**src/rtl/core/lpnd_pkg.sv**
```systemverilog
// Shared types and constants for the length-prefixed name deframer.
// No dependencies.
package lpnd_pkg;

  localparam int unsigned MAX_NAMES      = 255;
  localparam int unsigned BYTE_LIMIT_MAX = 65535;
  localparam int unsigned BYTE_MAX       = 255;

  localparam int unsigned CFG_AW = 3;
  localparam int unsigned CFG_DW = 32;

  typedef enum logic [1:0] {
    PH_COUNT  = 2'd0,
    PH_LENGTH = 2'd1,
    PH_BYTES  = 2'd2,
    PH_FULL   = 2'd3
  } phase_t;

  typedef enum logic [2:0] {
    ST_OK      = 3'd0,
    ST_EMPTY   = 3'd1,
    ST_COUNT   = 3'd2,
    ST_TRUNC   = 3'd3,
    ST_LONG    = 3'd4,
    ST_NOTBYTE = 3'd5,
    ST_TRAIL   = 3'd6
  } status_t;

  // register index taken from paddr[2]
  typedef enum logic {
    REG_EXPECTED_COUNT = 1'b0,
    REG_MAX_TOTAL      = 1'b1
  } reg_idx_t;

endpackage

```
**src/rtl/core/lpnd_in_if.sv**
```systemverilog
// Input word channel of the deframer: valid/ready plus the input word fields.
// No dependencies.
interface lpnd_in_if;
  logic        valid;
  logic        ready;
  logic        carries_word;
  logic [31:0] word;
  logic        last;

  modport source (output valid, carries_word, word, last, input ready);
  modport sink   (input valid, carries_word, word, last, output ready);
endinterface

```
**src/rtl/core/lpnd_out_if.sv**
```systemverilog
// Result channel of the deframer: valid/ready plus the result fields.
// No dependencies.
interface lpnd_out_if;
  logic       valid;
  logic       ready;
  logic       has_byte;
  logic [7:0] data_byte;
  logic [7:0] name_index;
  logic       name_done;
  logic       done_res;
  logic [2:0] status;

  modport source (output valid, has_byte, data_byte, name_index, name_done, done_res,
                  status, input ready);
  modport sink   (input valid, has_byte, data_byte, name_index, name_done, done_res,
                  status, output ready);
endinterface

```
**src/rtl/core/length_prefixed_name_deframer.sv**
```systemverilog
// Length-prefixed name deframer: takes one word per cycle while out_ch is not stalled, gives one result per word.
// Depends on lpnd_pkg, lpnd_in_if and lpnd_out_if.
//
// Throughput is one word per clock while out_ch is not stalled: a word is captured
// in the input register, parsed against the counters in a single combinational pass
// and written to the result register, which also holds a result while out_ch is
// stalled. Each word gives exactly one result; the word marked last carries the
// final status and returns the parser to the count word. Registers should be
// written only while no word is in flight. There is no clearing pass after reset.
module length_prefixed_name_deframer
  import lpnd_pkg::*;
(
  input  logic              clk,
  input  logic              rst_n,
  lpnd_in_if.sink           in_ch,
  lpnd_out_if.source        out_ch,
  input  logic              psel,
  input  logic              penable,
  input  logic              pwrite,
  input  logic [CFG_AW-1:0] paddr,
  input  logic [CFG_DW-1:0] pwdata,
  output logic [CFG_DW-1:0] prdata,
  output logic              pready
);

  // configuration
  logic [7:0]  expected_count_r;
  logic [15:0] max_total_r;
  reg_idx_t    reg_sel;

  assign pready  = 1'b1;
  assign reg_sel = reg_idx_t'(paddr[2]);

  always_ff @(posedge clk) begin
    if (!rst_n) begin
      expected_count_r <= 8'd0;
      max_total_r      <= 16'd1024;
    end else if (psel && penable && pwrite) begin
      case (reg_sel)
        REG_EXPECTED_COUNT: expected_count_r <= pwdata[7:0];
        REG_MAX_TOTAL:      max_total_r      <= pwdata[15:0];
        default: ;
      endcase
    end
  end

  always_comb begin
    case (reg_sel)
      REG_EXPECTED_COUNT: prdata = {24'd0, expected_count_r};
      REG_MAX_TOTAL:      prdata = {16'd0, max_total_r};
      default:            prdata = '0;
    endcase
  end

  // input register
  logic        s1_valid_r;
  logic        s1_carries_r;
  logic [31:0] s1_word_r;
  logic        s1_last_r;
  logic        advance;
  logic        fire;

  assign advance     = !out_ch.valid || out_ch.ready;
  assign fire        = s1_valid_r && advance;
  assign in_ch.ready = !s1_valid_r || advance;

  always_ff @(posedge clk) begin
    if (!rst_n) begin
      s1_valid_r <= 1'b0;
    end else if (in_ch.ready) begin
      s1_valid_r <= in_ch.valid;
    end
  end

  always_ff @(posedge clk) begin
    if (in_ch.valid && in_ch.ready) begin
      s1_carries_r <= in_ch.carries_word;
      s1_word_r    <= in_ch.word;
      s1_last_r    <= in_ch.last;
    end
  end

  // parser state
  phase_t      phase_r, phase_nxt, phase_tk;
  logic [7:0]  names_left_r, names_left_nxt;
  logic [15:0] bytes_left_r, bytes_left_nxt;
  logic [16:0] byte_total_r, byte_total_nxt;
  logic [7:0]  cur_name_r, cur_name_nxt;
  status_t     err_r, err_nxt, err_tk;

  logic        take;
  logic [32:0] total_sum;
  logic [16:0] limit;
  logic        too_long;
  logic        not_byte;
  logic        count_bad;

  assign take      = s1_carries_r && (err_r == ST_OK);
  assign total_sum = {16'd0, byte_total_r} + {1'b0, s1_word_r};
  assign limit     = (max_total_r > 16'(BYTE_LIMIT_MAX)) ? 17'(BYTE_LIMIT_MAX)
                                                         : {1'b0, max_total_r};
  assign too_long  = total_sum > {16'd0, limit};
  assign not_byte  = s1_word_r > 32'(BYTE_MAX);
  assign count_bad = (s1_word_r != {24'd0, expected_count_r})
                  || (s1_word_r > 32'(MAX_NAMES));

  // next state
  always_comb begin
    phase_tk       = phase_r;
    err_tk         = err_r;
    names_left_nxt = names_left_r;
    bytes_left_nxt = bytes_left_r;
    byte_total_nxt = byte_total_r;
    cur_name_nxt   = cur_name_r;
    if (take) begin
      case (phase_r)
        PH_COUNT: begin
          if (count_bad) begin
            err_tk = ST_COUNT;
          end else begin
            names_left_nxt = s1_word_r[7:0];
            phase_tk       = (s1_word_r[7:0] == 8'd0) ? PH_FULL : PH_LENGTH;
          end
        end
        PH_LENGTH: begin
          if (too_long) begin
            err_tk = ST_LONG;
          end else begin
            byte_total_nxt = total_sum[16:0];
            bytes_left_nxt = s1_word_r[15:0];
            if (s1_word_r[15:0] == 16'd0) begin
              cur_name_nxt   = cur_name_r + 8'd1;
              names_left_nxt = names_left_r - 8'd1;
              phase_tk       = (names_left_r == 8'd1) ? PH_FULL : PH_LENGTH;
            end else begin
              phase_tk = PH_BYTES;
            end
          end
        end
        PH_BYTES: begin
          if (not_byte) begin
            err_tk = ST_NOTBYTE;
          end else begin
            bytes_left_nxt = bytes_left_r - 16'd1;
            if (bytes_left_r == 16'd1) begin
              cur_name_nxt   = cur_name_r + 8'd1;
              names_left_nxt = names_left_r - 8'd1;
              phase_tk       = (names_left_r == 8'd1) ? PH_FULL : PH_LENGTH;
            end
          end
        end
        default: err_tk = ST_TRAIL;
      endcase
    end
    phase_nxt = phase_tk;
    err_nxt   = err_tk;
    if (s1_last_r) begin
      phase_nxt      = PH_COUNT;
      err_nxt        = ST_OK;
      names_left_nxt = 8'd0;
      bytes_left_nxt = 16'd0;
      byte_total_nxt = 17'd0;
      cur_name_nxt   = 8'd0;
    end
  end

  always_ff @(posedge clk) begin
    if (!rst_n) begin
      phase_r      <= PH_COUNT;
      err_r        <= ST_OK;
      names_left_r <= 8'd0;
      bytes_left_r <= 16'd0;
      byte_total_r <= 17'd0;
      cur_name_r   <= 8'd0;
    end else if (fire) begin
      phase_r      <= phase_nxt;
      err_r        <= err_nxt;
      names_left_r <= names_left_nxt;
      bytes_left_r <= bytes_left_nxt;
      byte_total_r <= byte_total_nxt;
      cur_name_r   <= cur_name_nxt;
    end
  end

  // result fields
  logic       res_has_byte;
  logic [7:0] res_data_byte;
  logic [7:0] res_name_index;
  logic       res_name_done;
  status_t    res_status;

  always_comb begin
    res_has_byte  = take && (phase_r == PH_BYTES) && !not_byte;
    res_name_done = take && (((phase_r == PH_LENGTH) && !too_long
                              && (s1_word_r[15:0] == 16'd0))
                          || (res_has_byte && (bytes_left_r == 16'd1)));
    res_data_byte  = res_has_byte ? s1_word_r[7:0] : 8'd0;
    res_name_index = (res_has_byte || res_name_done) ? cur_name_r : 8'd0;
    res_status     = ST_OK;
    if (s1_last_r) begin
      if (err_tk != ST_OK) begin
        res_status = err_tk;
      end else if (phase_tk == PH_COUNT) begin
        res_status = ST_EMPTY;
      end else if (phase_tk != PH_FULL) begin
        res_status = ST_TRUNC;
      end
    end
  end

  // result register
  logic       out_valid_r;
  logic       out_has_byte_r;
  logic [7:0] out_data_byte_r;
  logic [7:0] out_name_index_r;
  logic       out_name_done_r;
  logic       out_done_r;
  status_t    out_status_r;

  always_ff @(posedge clk) begin
    if (!rst_n) begin
      out_valid_r <= 1'b0;
    end else if (advance) begin
      out_valid_r <= s1_valid_r;
    end
  end

  always_ff @(posedge clk) begin
    if (fire) begin
      out_has_byte_r   <= res_has_byte;
      out_data_byte_r  <= res_data_byte;
      out_name_index_r <= res_name_index;
      out_name_done_r  <= res_name_done;
      out_done_r       <= s1_last_r;
      out_status_r     <= res_status;
    end
  end

  assign out_ch.valid      = out_valid_r;
  assign out_ch.has_byte   = out_has_byte_r;
  assign out_ch.data_byte  = out_data_byte_r;
  assign out_ch.name_index = out_name_index_r;
  assign out_ch.name_done  = out_name_done_r;
  assign out_ch.done_res   = out_done_r;
  assign out_ch.status     = out_status_r;

endmodule

```
**src/flat_wrapper.sv**
```systemverilog
// flat-port wrapper written by rule: the top's interface ports become plain ports
module length_prefixed_name_deframer_flat import lpnd_pkg::*;
  (clk, rst_n, psel, penable, pwrite, paddr, pwdata, prdata, pready, in_ch_valid, in_ch_carries_word, in_ch_word, in_ch_last, in_ch_ready, out_ch_valid, out_ch_has_byte, out_ch_data_byte, out_ch_name_index, out_ch_name_done, out_ch_done_res, out_ch_status, out_ch_ready);
  lpnd_in_if in_ch_i ();
  lpnd_out_if out_ch_i ();
  input  logic clk;
  input  logic rst_n;
  input  logic psel;
  input  logic penable;
  input  logic pwrite;
  input  logic [CFG_AW-1:0] paddr;
  input  logic [CFG_DW-1:0] pwdata;
  output logic [CFG_DW-1:0] prdata;
  output logic pready;
  input wire logic [$bits(in_ch_i.valid)-1:0] in_ch_valid;
  input wire logic [$bits(in_ch_i.carries_word)-1:0] in_ch_carries_word;
  input wire logic [$bits(in_ch_i.word)-1:0] in_ch_word;
  input wire logic [$bits(in_ch_i.last)-1:0] in_ch_last;
  output wire logic [$bits(in_ch_i.ready)-1:0] in_ch_ready;
  output wire logic [$bits(out_ch_i.valid)-1:0] out_ch_valid;
  output wire logic [$bits(out_ch_i.has_byte)-1:0] out_ch_has_byte;
  output wire logic [$bits(out_ch_i.data_byte)-1:0] out_ch_data_byte;
  output wire logic [$bits(out_ch_i.name_index)-1:0] out_ch_name_index;
  output wire logic [$bits(out_ch_i.name_done)-1:0] out_ch_name_done;
  output wire logic [$bits(out_ch_i.done_res)-1:0] out_ch_done_res;
  output wire logic [$bits(out_ch_i.status)-1:0] out_ch_status;
  input wire logic [$bits(out_ch_i.ready)-1:0] out_ch_ready;
  assign in_ch_i.valid = in_ch_valid;
  assign in_ch_i.carries_word = in_ch_carries_word;
  assign in_ch_i.word = in_ch_word;
  assign in_ch_i.last = in_ch_last;
  assign in_ch_ready = in_ch_i.ready;
  assign out_ch_valid = out_ch_i.valid;
  assign out_ch_has_byte = out_ch_i.has_byte;
  assign out_ch_data_byte = out_ch_i.data_byte;
  assign out_ch_name_index = out_ch_i.name_index;
  assign out_ch_name_done = out_ch_i.name_done;
  assign out_ch_done_res = out_ch_i.done_res;
  assign out_ch_status = out_ch_i.status;
  assign out_ch_i.ready = out_ch_ready;
  length_prefixed_name_deframer u_core (.clk(clk), .rst_n(rst_n), .in_ch(in_ch_i), .out_ch(out_ch_i), .psel(psel), .penable(penable), .pwrite(pwrite), .paddr(paddr), .pwdata(pwdata), .prdata(prdata), .pready(pready));
endmodule
```
**config.mk**
```make
export PLATFORM = sky130hd
export DESIGN_NAME = length_prefixed_name_deframer_flat
export DESIGN_NICKNAME = d
export VERILOG_FILES = /design/src/rtl/core/lpnd_pkg.sv /design/src/rtl/core/lpnd_in_if.sv /design/src/rtl/core/lpnd_out_if.sv /design/src/rtl/core/length_prefixed_name_deframer.sv /design/src/flat_wrapper.sv
export SDC_FILE = /design/constraint.sdc
export NUM_CORES = 1
export LEC_CHECK = 0
export ABC_CLOCK_PERIOD_IN_PS = 7800
export BUFFER_PORTS_ARGS = -buffer_cell sky130_fd_sc_hd__clkbuf_2
export CELL_PAD_IN_SITES_DETAIL_PLACEMENT = 1
export CELL_PAD_IN_SITES_GLOBAL_PLACEMENT = 2
export CORE_MARGIN = 3
export CORE_UTILIZATION = 37
export DETAILED_ROUTE_END_ITERATION = 10
export PLACE_DENSITY_LB_ADDON = 0.05
export SLEW_MARGIN = 20
export SYNTH_ARGS = -nofsm -noshare
export SYNTH_HDL_FRONTEND = slang
export SYNTH_SLANG_ARGS = --single-unit
```
**constraint.sdc**
```tcl
create_clock -name clk -period 7.8 [get_ports clk]
set_clock_uncertainty 0.1 [all_clocks]
set_input_delay 1.56 -clock clk [delete_from_list [all_inputs] [get_ports clk]]
set_output_delay 1.56 -clock clk [all_outputs]
set_load 0.01 [all_outputs]
```
# ---- Word level (Yosys, flattened, before mapping)
# Index checks and enable logic that the tools add are counted.
dict set report totals {
  inputBits 76
  mem_bits_ro 0
  latch_bits 0
  ram_bits 0
  n_memories 0
  register_bits 136
}
dict set report classes {
  n_bitwise 1
  n_mul 0
  n_reduce_logical 36
  magnitude_cmp 3
  div 0
  shifts 0
  add_sub_neg 4
  eq_ne 12
  n_mux 45
}
# cell count
set op_table {}
lappend op_table {{two-way mux 8 bit} 13}
lappend op_table {{two-way mux 16 bit} 5}
lappend op_table {{two-way mux 17 bit} 4}
lappend op_table {{one-hot mux 32 bit (2 select lines)} 1}
lappend op_table {{adder 17 x 32 -> 33 bit} 1}
lappend op_table {{> comparator 33 x 17 -> 1 bit} 1}
lappend op_table {{> comparator 32 x 8 -> 1 bit, second input constant} 1}
lappend op_table {{!= test 32 x 8 -> 1 bit} 1}
lappend op_table {{one-hot mux 16 bit (2 select lines)} 1}
lappend op_table {{one-hot mux 8 bit (3 select lines)} 1}
lappend op_table {{two-way mux 3 bit} 7}
lappend op_table {{two-way mux 2 bit} 10}
lappend op_table {{== test 16 x 1 -> 1 bit, second input constant} 1}
lappend op_table {{> comparator 16 bit, second input constant} 1}
lappend op_table {{zero test 16 bit} 1}
lappend op_table {{one-hot mux 8 bit (2 select lines)} 1}
lappend op_table {{subtractor 16 x 1 -> 16 bit, second input constant} 1}
lappend op_table {{!= test 3 x 2 -> 1 bit, second input constant} 5}
lappend op_table {{logical AND 1 bit} 11}
lappend op_table {{one-hot mux 3 bit (3 select lines)} 1}
lappend op_table {{adder 8 x 1 -> 8 bit, second input constant} 1}
lappend op_table {{== test 8 x 1 -> 1 bit, second input constant} 1}
lappend op_table {{zero test 8 bit} 1}
lappend op_table {{AND reduction 8 bit} 1}
lappend op_table {{18 further kinds} 29}

# ---- Longest topological paths before layout
# Gate-level depths: netlist of run 1.
dict set report depth {
  word_depth 10
  ltp_mapped 23
  ltp_nobuf 23
}

# ---- Worst setup path before layout of run 1
# No wires, ideal clock.
dict set report synth_timing {
  kind {register to register}
  start {reg u_core.s1_word_r[0]}
  end {reg u_core.out_status_r[1] (netlist: u_core.out_ch.status[1]) (data pin)}
  path_buffers 0
  period_less_slack_ns 4.693
  path_stages_with_launch 23
  t_arrival_ns 4.335
  setup_slack_ns 3.107
  cell_sequence {edfxtp_1 ha_1 inv_1 fa_1 nand2b_1 a21oi_1 o21ai_1 o21ai_0 xor2_1 ha_1 a21oi_1 o21ai_0 nor4_1 o21ai_0 a22oi_1 nand4_2 or2_1 nor4_1 o21ai_0 nand2b_1 ha_1 and4_1 o2bb2ai_1}
}
dict set report synth_via {
  elab_chain_cells 9
  elab_cells_between_ends 25
}
# item line_no
set synth_lines {}
lappend synth_lines {{from (decl)} length_prefixed_name_deframer.sv:58} ;# logic [31:0] s1_word_r;
lappend synth_lines {{from (signal assigned)} length_prefixed_name_deframer.sv:78} ;# s1_word_r <= in_ch.word;
lappend synth_lines {{adder 17 x 32 -> 33 bit, or another cell as far along} length_prefixed_name_deframer.sv:99} ;# assign total_sum = {16'd0, byte_total_r} + {1'b0, s1_word_r};
lappend synth_lines {{> comparator 33 x 17 -> 1 bit, or another cell as far along} length_prefixed_name_deframer.sv:102} ;# assign too_long = total_sum > {16'd0, limit};
lappend synth_lines {{two-way mux 2 bit, on equally long branches} {length_prefixed_name_deframer.sv:126, length_prefixed_name_deframer.sv:118}}
lappend synth_lines {{one-hot mux 2 bit (3 select lines)} length_prefixed_name_deframer.sv:116} ;# case (phase_r)
lappend synth_lines {{two-way mux 2 bit} length_prefixed_name_deframer.sv:115} ;# if (take) begin
lappend synth_lines {{!= test 2 bit} length_prefixed_name_deframer.sv:205} ;# end else if (phase_tk != PH_FULL) begin
lappend synth_lines {{two-way mux 2 bit} length_prefixed_name_deframer.sv:205}
lappend synth_lines {{two-way mux 3 bit} length_prefixed_name_deframer.sv:203} ;# end else if (phase_tk == PH_COUNT) begin
lappend synth_lines {{two-way mux 3 bit *} length_prefixed_name_deframer.sv:201} ;# if (err_tk != ST_OK) begin
lappend synth_lines {{to (signal assigned)} length_prefixed_name_deframer.sv:235} ;# out_status_r <= res_status;
lappend synth_lines {{to (decl)} length_prefixed_name_deframer.sv:218} ;# status_t out_status_r;
# Mark *: on every way between the ends. The rest lies on a longest branch, timed or not.
# A chain may end at the register's enable or synchronous reset.

# ---- Worst setup path in the final report of run 1
dict set report layout_timing {
  start {reg u_core.s1_word_r[0]}
  end {reg u_core.bytes_left_r[10]}
}
dict set report layout_via {
  elab_chain_cells 4
  elab_cells_between_ends 6
}
# item line_no
set layout_lines {}
lappend layout_lines {{adder 17 x 32 -> 33 bit} length_prefixed_name_deframer.sv:99}
lappend layout_lines {{> comparator 33 x 17 -> 1 bit} length_prefixed_name_deframer.sv:102}
lappend layout_lines {{!= test 3 x 2 -> 1 bit (no source line)} --}
lappend layout_lines {{AND reduction 5 bit (no source line) *} --}
lappend layout_lines {{to (signal assigned)} length_prefixed_name_deframer.sv:179} ;# bytes_left_r <= bytes_left_nxt;
lappend layout_lines {{to (decl)} length_prefixed_name_deframer.sv:86} ;# logic [15:0] bytes_left_r, bytes_left_nxt;
# Marked as above.

==> results of run 1 <==
## area by class of cell
class | count | area, sq um | area share [%]
Multi-Input combinational cell | 709 | 4570 | 47.9
Clock buffer | 20 | 479 | 5.02
Timing Repair Buffer | 103 | 531 | 5.56
Sequential cell | 136 | 3280 | 34.4
Tap cell | 275 | 344 | 3.61
Clock inverter | 12 | 159 | 1.67
Inverter | 47 | 176 | 1.85
## worst paths after layout
path / start / endpoint / slack, ns
worst max-delay path: u_core.s1_word_r[0] / u_core.bytes_left_r[10] / 1.94
worst min-delay path: u_core.max_total_r[8] / u_core.max_total_r[8] / 0.37
worst max register to register: u_core.s1_word_r[0] / u_core.bytes_left_r[10] / 1.94
worst min register to register: u_core.max_total_r[8] / u_core.max_total_r[8] / 0.37
## worst register-to-register path, cell delays in order (launching register included)
cell,delay (ns)
edfxtp_1,0.58
ha_1,0.29
inv_1,0.07
fa_1,0.40
nand2b_1,0.19
a21oi_1,0.29
o21ai_1,0.24
and3_1,0.26
xnor2_1,0.32
ha_1,0.33
a211o_1,0.32
nor4_1,0.16
o21ai_0,0.18
a22oi_1,0.20
nand4_2,0.23
nor2_2,0.25
a21oi_2,0.21
buf_4,0.27
o21a_1,0.41
a221o_1,0.44
## kinds of logic (layout without fill, tap and decap cells)
logic type	count (synthesis)	in the layout	share of synthesized area (%)
xor gates and xnor gates	27	27	2.87
AOI/OAI and AO/OA	252	252	21.3
other	2	17	0.0912
adders and majority gates	44	44	6.77
and+or+nand+nor	353	353	21.6
muxes	16	16	2.08
buffers and inverters	98	182	5.41
DFF	136	136	39.9
## cell usage after synthesis (4+ instances only)
cell | number | area, sq um
nand2_1 | 106 | 398
dfxtp_1 | 80 | 1600
nor2_1 | 70 | 263
a21oi_1 | 60 | 300
edfxtp_1 | 56 | 1680
inv_1 | 45 | 169
ha_1 | 43 | 538
o21ai_0 | 40 | 200
nor3_1 | 34 | 170
a21boi_0 | 25 | 188
clkbuf_1 | 24 | 90.1
nand3_1 | 23 | 115
xnor2_1 | 22 | 193
and2_1 | 21 | 131
nand4_1 | 20 | 125
buf_4 | 18 | 135
a22o_1 | 17 | 149
nor4_1 | 15 | 93.8
o211ai_1 | 14 | 105
a221o_1 | 13 | 130
nor2b_1 | 13 | 81.3
and3_1 | 12 | 75.1
o21ai_1 | 10 | 50.1
mux2_2 | 9 | 101
a31oi_1 | 8 | 50.1
buf_2 | 8 | 40.0
and4_1 | 7 | 61.3
mux2i_1 | 7 | 70.1
nand2b_1 | 7 | 43.8
o31ai_1 | 7 | 52.6
a2111o_1 | 6 | 67.6
a22oi_1 | 6 | 45.0
o21a_1 | 6 | 45.0
or3_1 | 5 | 31.3
xor2_1 | 5 | 43.8
a211oi_2 | 4 | 50.1
a21o_1 | 4 | 30.0
o22ai_1 | 4 | 25.0
or4_1 | 4 | 30.0
## state kept, by name (all words and copies together) (netlist names), 2 cells and up
| name | cells |
|---|---|
| u_core.names_left_r | 8 |
| u_core.out_ch.name_index | 8 |
| u_core.bytes_left_r | 16 |
| u_core.s1_word_r | 32 |
| u_core.cur_name_r | 8 |
| u_core.err_r | 3 |
| u_core.out_ch.data_byte | 8 |
| u_core.out_ch.status | 3 |
| u_core.max_total_r | 16 |
| u_core.expected_count_r | 8 |
| u_core.byte_total_r | 17 |
| u_core.phase_r | 2 |
## routing by layer
| metal | up-vias | share of wire [%] | track usage (%) |
|---|---|---|---|
| met3 | 12 | 2.8 | 3.28 |
| met4 | 0 | 0.80 | 4.38 |
| li1 | 3576 | - | - |
| met5 | - | 0 | 0 |
| met2 | 119 | 50 | 36.9 |
| met1 | 3518 | 47 | 27.4 |
## report_power, final
part	leakage [nW]	switching (mW)	internal, mW
Sequential	1.18	0.0284	0.762
Combinational	2.11	0.0934	0.0553
Clock	0.306	0.341	0.546
==> key figures, run 1 <==
Setup path
  – Buf/Inv on CP: 2
  – CP Depth: 19
  – CP Data Required Time: 8.01 ns
  – Slowest CP cell: edfxtp_1
  – Critical Path Start Type: register
  – Worst Path Arrival: 6.07 ns
  – Worst R2R Path Depth: 19
  – Kind of critical path: reg -> reg
  – CP delay by family, top: compound AO/OA/AOI/OAI gates
  – Critical-path maximum fanout: 16
  – Most used cell, CP: ha_1
  – CP Capture Type: register
  – Max incr delay on CP: 0.58 ns
  – Crit-path cells: ha_1 -> inv_1 -> fa_1 -> nand2b_1 -> a21oi_1 -> o21ai_1 -> and3_1 -> xnor2_1 -> ha_1 -> a211o_1 -> nor4_1 -> o21ai_0 -> a22oi_1 -> nand4_2 -> nor2_2 -> a21oi_2 -> buf_4 -> o21a_1 -> a221o_1

Clock tree
  – Clock latency on the worst-skew pair: 0.42 ns
  – TritonCTS Buffers: 17
  – CTS max path bufs: 2
  – Post_cts resized: 0
  – H-Tree Level Count: 4
  – CTS Sinks: 136
  – Clock transition at the registers of the reported paths: 0.06 ns
  – Root Driver: clkbuf_16
  – Postcts setup bufs: 0
  – Hold buffers post-CTS: 0
  – CTS tree: built

Placement
  – GP Congestion: 0.862
  – Placed Area: 0.00890 sq mm
  – Port Buffers: 97
  – Setup slack at placement: 1.86 ns
  – Hpwl dp: 18.8 mm
  – Dpl cells: 1270

GRT
  – Initial antenna violation count: 0
  – Overall Global Routing Usage: 21.0%
  – Largest net degree at the start of global routing: 38
  – Vias in the first global route: 7414
  – Gr ovfl total: 0
  – First-pass GRT wire length: 40.3 mm

Timing
  – Slew @ Worst Pin: 0.959 ns
  – Crit share post-route: 75.1%
  – Hold slack: 0.365 ns
  – Max Slew Vio Count: 0
  – Rel. slew slack: 35.6%
  – Tmin final: 5.86 ns
  – RSZ-0062 raised after global routing: false
  – Setup TNS: 0 ns
  – Final setup fails: 0
  – F_max: 171 MHz
  – Final setup margin: 1.94 ns
  – Final Hold Vio Count: 0

Synthesis
  – Mapped cell area: 0.00824 sq mm
  – Post-Syn Instances: 928
  – Yosys warns: 0
  – Avg Cell Area, Syn: 8.88 sq um
  – Synth Register Bits: 136
  – Count of flip-flops with a built-in enable after synthesis: 56
  – Top FF cell, synth: dfxtp_1
  – Seq/Total Area, Yosys: 39.9%
  – Async S/R FF share, synth: 0%
  – Yosys cell types: 72

Die
  – Core outline area: 0.0214 sq mm
  – Height of the die: 155 um
  – Number of core rows: 53
  – Io pins: 133
  – Starting density of the core: 38.5%
  – Chip Width: 155 um
  – Die Area: 0.0241 sq mm

Drt
  – WL/cell: 19.4 um
  – DRT iter0 DRCs: 257
  – Drt pass-1 iters: 4
  – DRC viols: 0
  – Post-route ant nets: 0
  – Via count: 7225
  – Vias per cell: 5.55
  – Routed WL: 25.2 mm

Final layout
  – Most common cell after layout, fill and taps aside: nand2_1
  – Layout cells sized above 1: 15.7%
  – Most frequent cells in the layout: 106 x nand2_1, 97 x clkbuf_2, 80 x dfxtp_1
  – Finished Layout Cells: 1302
  – Final instance area: 0.00954 sq mm
  – Synthesis-to-finish area growth: 15.8%
  – Filler Cells Inserted: 2545
  – Diode count: 0
  – Nets: 1134
  – Fin util: 44.5%

Flow run
  – # Max-Cap Violations: 0

Pwr
  – PwrDens: 191 mW/mm^2
  – Total power: 1.83 mW
  – Pleak: 3.60 nW
  – Max rail drop VDD: 124 uV

Outcome
  – Status: complete, no violations

Worst hold path
  – HP Class: reg -> reg
  – Hold path depth: 2
No activity file was read; power rests on OpenSTA's default activity.
==> run 2: changes to the inputs <==
Settings changed: ABC_CLOCK_PERIOD_IN_PS 7800 to 5300, CORE_UTILIZATION 37 to 31.
Clock period 7.8 ns to 5.3 ns, I/O delays scaled along.
==> run 2 against run 1 <==
  * First-iteration DRC count rose by 16%
  * Clock power rose by 39%
  * Critical path depth is 6 higher
  * Register-to-register slack got worse by 1.6 ns
  * Largest cell class unchanged
  * Final area grew 3.5%
  * Fmax is 19% higher
  * Non-clock buffer count up 30
  * Routed wire length rose by 6.1%
  * Critical path type unchanged
  * Via count rose by 1.3%
  * Global-route usage down 2.5 points
  * Sequential power up 46%
  * Setup slack worse by 1.6 ns
==> key figures, run 2 (synthesized netlist as in run 1, its figures left out) <==
Clock tree
  – CTS Sinks: 136
  – CTS tree: built
  – TritonCTS Buffers: 17
  – Clock latency on the worst-skew pair: 0.43 ns
  – Root Driver: clkbuf_16
  – H-Tree Level Count: 4
  – Postcts setup bufs: 0
  – Clock transition at the registers of the reported paths: 0.06 ns
  – CTS max path bufs: 2

Final layout
  – Fin util: 37.9%
  – Most common cell after layout, fill and taps aside: nand2_1
  – Finished Layout Cells: 1392
  – Diode count: 0
  – Synthesis-to-finish area growth: 19.9%
  – Layout cells sized above 1: 18.8%
  – Most frequent cells in the layout: 106 x nand2_1, 97 x clkbuf_2, 80 x dfxtp_1
  – Nets: 1164
  – Filler Cells Inserted: 3071
  – Final instance area: 0.00988 sq mm
  – Max reg flops: 32
  – Biggest regs: u_core.s1_word_r: 32 flops, u_core.byte_total_r: 17 flops
  – Top reg by flops: u_core.s1_word_r

Placement
  – Dpl cells: 1360
  – Port Buffers: 97
  – Hpwl dp: 20.4 mm
  – GP Congestion: 0.795
  – Placed Area: 0.00921 sq mm

Die
  – Io pins: 133
  – Starting density of the core: 31.6%
  – Core outline area: 0.0261 sq mm
  – Die Area: 0.0286 sq mm
  – Number of core rows: 59
  – Height of the die: 169 um
  – Chip Width: 169 um

Setup path
  – Reg2Reg Launch Point: u_core.s1_word_r[0]
  – Critical-path maximum fanout: 4
  – Buf/Inv on CP: 3
  – Kind of critical path: reg -> reg
  – CP Capture Type: register
  – Slowest CP cell: edfxtp_1
  – Max incr delay on CP: 0.35 ns
  – CP Launch Point: u_core.s1_word_r[0]
  – Worst Path Arrival: 5.01 ns
  – CP delay by family, top: simple AND/OR/NAND/NOR gates
  – Critical Path Start Type: register
  – CP Data Required Time: 5.37 ns

Drt
  – WL/cell: 19.2 um
  – Drt pass-1 iters: 5
  – DRT iter0 DRCs: 297
  – Vias per cell: 5.26
  – Post-route ant nets: 0
  – DRC viols: 0
  – Routed WL: 26.8 mm
  – Via count: 7321

Pwr
  – PwrDens: 266 mW/mm^2
  – Pleak: 3.74 nW
  – Max rail drop VDD: 169 uV

GRT
  – Largest net degree at the start of global routing: 38
  – Met2 usage: 32.2%
  – Met3 Use GR: 2.97%
  – GR Util met1: 23.9%
  – First-pass GRT wire length: 41.5 mm
  – Initial antenna violation count: 0
  – Gr ovfl total: 0
  – Vias in the first global route: 7289
  – Overall Global Routing Usage: 18.5%
  – Most used routing layer: met2

Flow run
  – # Max-Cap Violations: 0

Timing
  – Final Hold Vio Count: 0
  – Crit share post-route: 93.3%
  – F_max: 202 MHz
  – Tmin final: 4.94 ns
  – Final setup fails: 0
  – Setup TNS: 0 ns
  – Rel. slew slack: 37.3%
  – Max Slew Vio Count: 0
  – Slew @ Worst Pin: 0.940 ns

Outcome
  – Status: complete, no violations

Worst hold path
  – HP Class: reg -> reg
  – Min-delay src: u_core.max_total_r[8]
-- run 2: cell types whose count changed in the layout (fill, tap and decap cells not counted), sizes merged --
| cell | previous run | this run |
|---|---|---|
| buf | 6 | 36 |
| clkinv | 4 | 9 |
| inv | 50 | 47 |
| clkbuf | 117 | 116 |
| clkinvlp | 2 | 1 |
-- run 2: timing repair --
| item | 4_1_cts | 5_1_grt |
|---|---|---|
| setup endpoints to repair | 0 | 60 |
| gates resized for setup | 0 | 18 |
| hold buffers | 0 | 0 |
-- run 2: worst reg2reg max path, stage by stage (launching register included) --
cell and delay [ns]:
edfxtp_1 0.35, ha_1 0.16, inv_1 0.06, fa_2 0.34
nand2b_4 0.15, a21oi_1 0.12, buf_4 0.15, o21ai_1 0.07
buf_4 0.15, nor2_1 0.09, nor2_1 0.06, xnor2_1 0.24
ha_1 0.30, a21oi_2 0.16, o21ai_1 0.11, nor4_2 0.26
o21ai_1 0.12, a22oi_2 0.25, nand4_4 0.18, or2_4 0.29
nor4_4 0.28, o21ai_2 0.10, nand2b_1 0.09, ha_1 0.22
and4_1 0.17, o2bb2ai_1 0.11
-- run 2: power breakdown --
part	leakage (nW)	switching, mW	internal [mW]
logic	2.27	0.155	0.0916
registers	1.18	0.0318	1.12
clock network	0.292	0.480	0.749
-- run 2: path summary, 6_finish.rpt --
| path | end | slack (ns) | depth (start not counted) |
|---|---|---|---|
| setup / recovery | u_core.out_ch.status[1] | 0.36 | 25 |
| hold / removal | u_core.max_total_r[8] | 0.37 | 2 |
| setup reg to reg | u_core.out_ch.status[1] | 0.36 | 25 |
| hold reg to reg | u_core.max_total_r[8] | 0.37 | 2 |
-- run 2: metrics by stage --
| step | hold WS (ns) | power, mW | setup slack, ns |
|---|---|---|---|
| 2_1_floorplan | 0.337 | 1.32 | 0.607 |
| 3_3_place_gp | 0.357 | 1.42 | 0.0707 |
| 3_5_place_dp | 0.362 | 1.42 | 0.0585 |
| 4_1_cts | 0.372 | 2.66 | 0.0327 |
| 5_1_grt | 0.389 | 2.74 | -0.00934 |
| 6_report | 0.369 | 2.63 | 0.356 |
-- run 2: layer usage --
layer  vias up  share of wire, %
li1       3636                 -
met2       110                49
met1      3550                46
met3        25               2.7
met5         -                 0
met4         0               1.6
-- run 2: layout make-up --
cell class | count | area (sq um) | share of cell area, %
clock buffer | 19 | 443 | 4.48
clock inverter | 13 | 151 | 1.53
inverter | 47 | 176 | 1.79
multi-input combinational | 709 | 4640 | 46.9
sequential | 136 | 3280 | 33.2
tap | 335 | 419 | 4.24
timing repair buffer | 133 | 768 | 7.78
